`config.mk`:
```
export PLATFORM = sky130hd
export DESIGN_NAME = pbrf_put
export DESIGN_NICKNAME = d
export VERILOG_FILES = /design/src/rtl/pbrf_pkg.sv /design/src/rtl/pbrf_put.sv
export SDC_FILE = /design/constraint.sdc
export NUM_CORES = 1
export LEC_CHECK = 0
export ABC_AREA = 0
export BUFFER_PORTS_ARGS = -buffer_cell sky130_fd_sc_hd__clkbuf_2
export CORE_ASPECT_RATIO = 0.75
export CORE_MARGIN = 5
export CORE_UTILIZATION = 30
export DETAILED_ROUTE_END_ITERATION = 12
export GPL_ROUTABILITY_DRIVEN = 1
export PLACE_DENSITY_LB_ADDON = 0.3
export SLEW_MARGIN = 20
export SYNTH_ARGS = -nofsm -noshare
export SYNTH_HDL_FRONTEND = slang
export SYNTH_SLANG_ARGS = --single-unit
```
`constraint.sdc`:
```
create_clock -name vclk -period 22.6
set_input_delay 1.13 -clock vclk [all_inputs]
set_output_delay 1.13 -clock vclk [all_outputs]
set_load 0.01 [all_outputs]
```
`src/rtl/pbrf_pkg.sv`:
```
// Shared constants, types and a helper function of the prebuffered byte ring FIFO.
package pbrf_pkg;

  localparam int unsigned DEPTH    = 1024;
  localparam int unsigned MAX_TAKE = 64;

  localparam int unsigned AW      = $clog2(DEPTH);
  localparam int unsigned OCC_W   = $clog2(DEPTH + 1);
  localparam int unsigned TK_W    = $clog2(MAX_TAKE + 1);
  localparam int unsigned CMD_W   = 2;
  localparam int unsigned BYTE_W  = 8;
  localparam int unsigned AMT_W   = 12;
  localparam int unsigned LEN_W   = 11;
  localparam int unsigned CNT_W   = 7;
  localparam int unsigned AVAIL_W = 11;
  localparam int unsigned SUM_W   = ((AMT_W > OCC_W) ? AMT_W : OCC_W) + 1;

  localparam logic [CMD_W-1:0] CMD_PUT   = 2'd0;
  localparam logic [CMD_W-1:0] CMD_TAKE  = 2'd1;
  localparam logic [CMD_W-1:0] CMD_CLEAR = 2'd2;

  typedef enum logic [1:0] {
    ST_OK   = 2'd0,
    ST_OVF  = 2'd1,
    ST_BIG  = 2'd2,
    ST_NRDY = 2'd3
  } status_e;

  typedef struct packed {
    logic [AW-1:0]    rd;
    logic [AW-1:0]    wr;
    logic [OCC_W-1:0] occ;
    logic             pre;
    logic [AMT_W-1:0] rem;
    logic             rej;
    logic             ovf;
  } ring_t;

  localparam ring_t RING_EMPTY = '{
    rd:  '0,
    wr:  '0,
    occ: '0,
    pre: 1'b1,
    rem: '0,
    rej: 1'b0,
    ovf: 1'b0
  };

  function automatic logic [AW-1:0] wrap_inc(input logic [AW-1:0] pos,
                                             input logic [OCC_W-1:0] len);
    logic [OCC_W:0] nxt;
    nxt = {1'b0, OCC_W'(pos)} + (OCC_W + 1)'(1);
    return (nxt >= {1'b0, len}) ? '0 : AW'(nxt);
  endfunction

endpackage

```
`src/rtl/pbrf_put.sv`:
```
// Next ring state and status for one put byte, including burst checks and drop-oldest.
module pbrf_put import pbrf_pkg::*; (
  input  ring_t            ring_i,
  input  logic [OCC_W-1:0] bl_i,
  input  logic             start_i,
  input  logic [AMT_W-1:0] len_i,
  output ring_t            ring_o,
  output logic             we_o,
  output status_e          status_o
);

  logic [SUM_W-1:0] bl_s;
  logic [SUM_W-1:0] len_s;
  logic [SUM_W-1:0] occ_s;
  logic [SUM_W-1:0] occ_a;
  logic [SUM_W-1:0] occ_1;
  logic [SUM_W-1:0] cap;
  logic [SUM_W-1:0] occ_f;
  logic [SUM_W-1:0] wr_n;
  logic             too_big;
  logic             act_ovf;
  logic             act_rej;
  logic [AMT_W-1:0] act_rem;

  always_comb begin
    bl_s    = SUM_W'(bl_i);
    len_s   = SUM_W'(len_i);
    occ_s   = SUM_W'(ring_i.occ);
    too_big = len_s > bl_s;
    act_ovf = start_i ? ((occ_s + len_s) > bl_s) : ring_i.ovf;
    act_rej = start_i ? 1'b0 : ring_i.rej;
    act_rem = start_i ? len_i : ring_i.rem;

    if (start_i && act_ovf) begin
      occ_a = (len_s < bl_s) ? (bl_s - SUM_W'(1) - len_s) : '0;
    end else begin
      occ_a = occ_s;
    end
    occ_1 = occ_a + SUM_W'(1);
    cap   = act_ovf ? (bl_s - SUM_W'(1)) : bl_s;
    occ_f = (occ_1 > cap) ? cap : occ_1;
    wr_n  = ((SUM_W'(ring_i.wr) + SUM_W'(1)) >= bl_s) ? '0 : (SUM_W'(ring_i.wr) + SUM_W'(1));

    ring_o   = ring_i;
    we_o     = 1'b0;
    status_o = ST_OK;

    if (start_i && too_big) begin
      ring_o.rej = 1'b1;
      ring_o.ovf = 1'b0;
      ring_o.rem = len_i - AMT_W'(1);
      status_o   = ST_BIG;
    end else if (start_i && (len_i == '0)) begin
      ring_o.rej = 1'b0;
      ring_o.ovf = 1'b0;
      ring_o.rem = '0;
    end else if (act_rem != '0) begin
      ring_o.rej = act_rej;
      ring_o.ovf = act_ovf;
      ring_o.rem = act_rem - AMT_W'(1);
      if (act_rej) begin
        status_o = ST_BIG;
      end else begin
        we_o       = 1'b1;
        ring_o.wr  = AW'(wr_n);
        ring_o.occ = OCC_W'(occ_f);
        if (occ_f > wr_n) begin
          ring_o.rd = AW'(wr_n + bl_s - occ_f);
        end else begin
          ring_o.rd = AW'(wr_n - occ_f);
        end
        if (occ_f > (bl_s >> 1)) begin
          ring_o.pre = 1'b0;
        end
        status_o = act_ovf ? ST_OVF : ST_OK;
      end
    end
  end

endmodule
```
# Word-level counts from Yosys, hierarchy flattened
# Index checks and enable logic that the tools add are counted.
dict set report op_classes {
  add_sub_neg 10
  magnitude_cmp 7
  n_reduce_logical 5
  mux 25
}
# cell count
set ops {}
lappend ops {{2-to-1 mux 32 bit} 3}
lappend ops {{2-to-1 mux 13 bit} 4}
lappend ops {{2-to-1 mux 46 bit} 1}
lappend ops {{2-to-1 mux 14 bit} 2}
lappend ops {{> comparator 13 x 11 -> 1 bit} 2}
lappend ops {{subtractor 12 x 1 -> 12 bit, second input constant} 2}
lappend ops {{subtractor 10 bit} 2}
lappend ops {{adder 11 x 12 -> 13 bit} 1}
lappend ops {{adder 13 x 1 -> 13 bit, second input constant} 1}
lappend ops {{> comparator 13 x 10 -> 1 bit} 1}
lappend ops {{> comparator 13 bit} 1}
lappend ops {{subtractor 13 x 12 -> 13 bit} 1}
lappend ops {{> comparator 12 x 11 -> 1 bit} 1}
lappend ops {{logical NOT 12 bit} 1}
lappend ops {{less-than comparator 12 x 11 -> 1 bit} 1}
lappend ops {{2-to-1 mux 12 bit} 1}
lappend ops {{nonzero test 12 bit} 1}
lappend ops {{subtractor 11 x 1 -> 12 bit, second input constant} 1}
lappend ops {{adder 10 x 1 -> 11 bit, second input constant} 1}
lappend ops {{greater-or-equal comparator 11 bit} 1}
lappend ops {{2-to-1 mux 11 bit} 1}
lappend ops {{adder 10 bit} 1}
lappend ops {{2-to-1 mux 10 bit} 1}
lappend ops {{2-to-1 mux 1 bit} 8}
lappend ops {{2 further kinds} 7}
dict set report word_totals {
  input_bits 70
  reg_bits 0
  output_inout_bits 49
  word_cells 47
}

# Logic depth before layout (Yosys ltp)
dict set report depth {
  depth_word 14
  depth_mapped 53
  depth_no_buf 48
}

# Least setup slack after synthesis
# Ideal clock, no wire load.
dict set report synth_path {
  kind {in2out}
  start {input ring_i[15] in the netlist's numbering}
  end {output ring_o[44] in the netlist's numbering}
  path_stages 51
  t_required_ns 21.470
  t_arrival_ns 10.522
  slack_ns 10.948
  path_buffers 5
  path_cell_list {ha_1 > inv_1 > fa_1 > nor2b_1 > o31a_1 > o21ai_0 > nor2b_1 > xnor2_1 > ha_1 > a211oi_1 > nor2_1 > a2111oi_0 > a21oi_1 > o31ai_4 > buf_2 > buf_2 > nand2_1 > o31ai_1 > [... 15 more ...] > buf_2 > buf_1 > nand2_1 > o21ai_0 > inv_1 > fa_1 > inv_1 > fa_1 > nor2b_1 > o21ai_0 > a21oi_1 > o21ai_0 > a21boi_0 > o21a_1 > nor2_1 > xnor2_1 > nand2_1 > o211ai_1}
}
# item line
set synth_rtl {}
lappend synth_rtl {{from (decl)} pbrf_put.sv:3} ;# input ring_t ring_i,
lappend synth_rtl {{to (decl)} pbrf_put.sv:7} ;# output ring_t ring_o,

==> key figures <==
Hold path
  • Hold Crit Depth: 4
  • Worst min path class: in2out
  • Hold endpoint: ring_o[41]
  • HP Start: ring_i[41]

Routing
  • DRT antenna net count: 0
  • Vias/cell: about 5.6
  • Residual DRC: 0
  • First DRT Iteration DRCs: ~700
  • WL per Instance: about 18 um
  • DRT Pass-1 Iters: 5
  • Drt total wl: between 20000 and 25000 um
  • Vias: roughly 7300

Outcome
  • Outcome: completed

GRT
  • Initial antenna violation count: 0
  • Grt total ovfl: 0
  • Vias in the first global route: roughly 6800
  • First-pass GRT wire length: 37600 um
  • Total GRT Usage: 19.1%
  • Pin count of the biggest net entering global routing: 55

Setup path
  • Worst-path maximum fanout: 28
  • Req. time, crit path: 21470 ps
  • CP max stage delay: 570 ps
  • Critical setup path kind: in2out
  • Worst Setup End Kind: output port
  • Setup crit start: ring_i[15]
  • Startpoint types: input port
  • Cell mode on critical path: inv_1
  • Worst Path Arrival: approximately 11000 ps
  • CP max-delay cell: fa_1

Timing
  • Tightest Pin Transition: approximately 1000 ps
  • RSZ-0062 raised after global routing: no
  • Sum Neg Setup Slack: 0 ps
  • Fmax achieved: ~0.08 GHz
  • Slew Limit Headroom: 33.2%
  • Final Hold Viols: 0
  • Slew Limit Fails: 0
  • Setup violations, final: 0
  • Fin crit share: a little under three fifths
  • Crit path time final: about 13000 ps

Job
  • Max Cap Violations: 0

Power and ir drop
  • Combinational cell fraction of total power: 100.0%
  • Switch share: roughly 60%
  • P_leak: about 0.0035 uW
  • PD cells: roughly 54 mW/mm^2
  • Power share of the sequential group: 0%
  • NetSw: 238 uW
  • Clock Power Share: 0%
  • Max VDD drop: around 0.022 mV
  • Total power: 398 uW
  • Internal power: roughly 160 uW

Floorplanning
  • Cell Rows: 46
  • I/O pin count: roughly 120
  • Die Ht: ~140 um
  • Starting density of the core: 30.5%
  • CORE AREA: 0.0212 sq mm
  • Die X: ~180 um
  • Total die area: ~0.025 sq mm

Finish
  • Commonest cells after routing, fill and taps aside: clkbuf_2, ha_1, nand2_1, inv_1, nor2_1
  • Fillers: ~2400
  • CLK BUF: 0
  • Number of antenna diodes: 0
  • Finished layout cell area: 0.00734 sq mm
  • Reg area: 0 sq um
  • Layout cells sized above 1: around 16%
  • Most common cell after layout, fill and taps aside: clkbuf_2
  • Flip-flop and latch count: 0
  • Area growth syn-to-layout: 13.8%
  • Final net count: 1226

Clock network
  • CTS Hold Bufs: 0
  • Post-cts resize count: 0
  • Post-CTS Setup Bufs: 0

Placed design
  • HPWL after detailed placement: between 20000 and 25000 um
  • Post-DP Area: between 0.007 and 0.008 sq mm
  • Final Wtd Congestion: 0.920
  • I/O Buffers: 119

Synthesis
  • Yosys Warn Count: 0
  • Sequential fraction of the synthesis area: 0%
  • Syn Inst Count: 930
  • Synth Area per Inst: slightly below 7 sq um
  • Syn Nets: about 1100
  • Cell Area, Synth: 0.00645 sq mm
  • Netlist cell types: 74
==> power groups by stage <==
stage / sequential [uW] / combinational, uW / clock [uW]
floorplan: 0 / 284 / 0
global placement: 0 / 391 / 0
detailed placement: 0 / 392 / 0
CTS: 0 / 394 / 0
global route: 0 / 445 / 0
finish: 0 / 398 / 0
==> worst max-delay path: cells and delay by family <==
kind | cells | cell delay, ps
compound gates | 22 | 4770
buf+inv | 9 | 1320
fa+ha+maj | 7 | 2540
simple gates | 9 | 1400
xor+xnor | 2 | 250
==> synth_stat cells, drive strengths merged (4+ instances only) <==
library cell	count	area (sq um)
nor2	77	289
xnor2	68	596
a21o	16	120
o31ai	10	104
nand2	82	308
nor2b	13	81.3
nand2b	10	62.6
nand4	17	106
a22oi	8	60.1
and4	5	43.8
a21oi	64	320
nor4	8	65.1
fa	12	240
a211oi	9	77.6
o31a	5	43.8
nand3	35	180
inv	79	297
a21boi	4	30.0
a2111oi	5	56.3
ha	114	1430
o22ai	14	87.6
o2111ai	7	61.3
o211ai	8	60.1
o21bai	4	30.0
or3	8	55.1
a31oi	11	68.8
buf	10	51.3
nor3	27	135
a31o	5	43.8
o21ai	70	350
mux2i	11	110
xor2	15	139
clkbuf	18	67.6
and2	6	37.5
o21a	16	120
mux2	7	78.8
and3	18	113
==> worst max-delay path by stage <==
stage,endpoint,cells after the start,slack (ps)
after global routing,ring_o[44],49,9070
after detailed placement,ring_o[44],49,10270
after CTS,ring_o[44],49,10250
after floorplan,ring_o[44],51,10950
after global placement,ring_o[44],49,10610
final,ring_o[44],49,10050
==> through the flow <==
step	setup slack [ps]	hold slack, ps	instances	util (%)
after CTS	10250	2560	1316	34.7
after global routing	9070	2580	1316	34.7
final	10050	2550	1316	34.7
after global placement	10610	2560	1316	34.7
after detailed placement	10270	2560	1316	34.7
after floorplan	10950	2340	930	-
==> per-layer routing <==
metal | vias to the layer above | GRT usage, % | wire length [um] | share of wire (%)
met5 | - | 0 | 0 | 0
met3 | 41 | 1.99 | 1710 | 7.1
met2 | 269 | 28.2 | 9880 | 41
met1 | 3398 | 29.9 | 12100 | 50
li1 | 3611 | - | - | -
met4 | 0 | 3.51 | 524 | 2.2
==> area by class of cell <==
type | count | area [sq um] | share of cell area, %
Inverter | 79 | 297 | 4.04
Timing Repair Buffer | 126 | 648 | 8.83
Tap cell | 288 | 360 | 4.91
Multi-Input combinational cell | 823 | 6040 | 82.2
==> cells by family after synthesis <==
kind of cell	share of synthesized area, %
simple gates	25.4
compound gates	28.1
fa+ha+maj	25.8
buf+inv	6.44
xor+xnor	11.4
mux	2.93
Power figures use the tool's default switching activity.
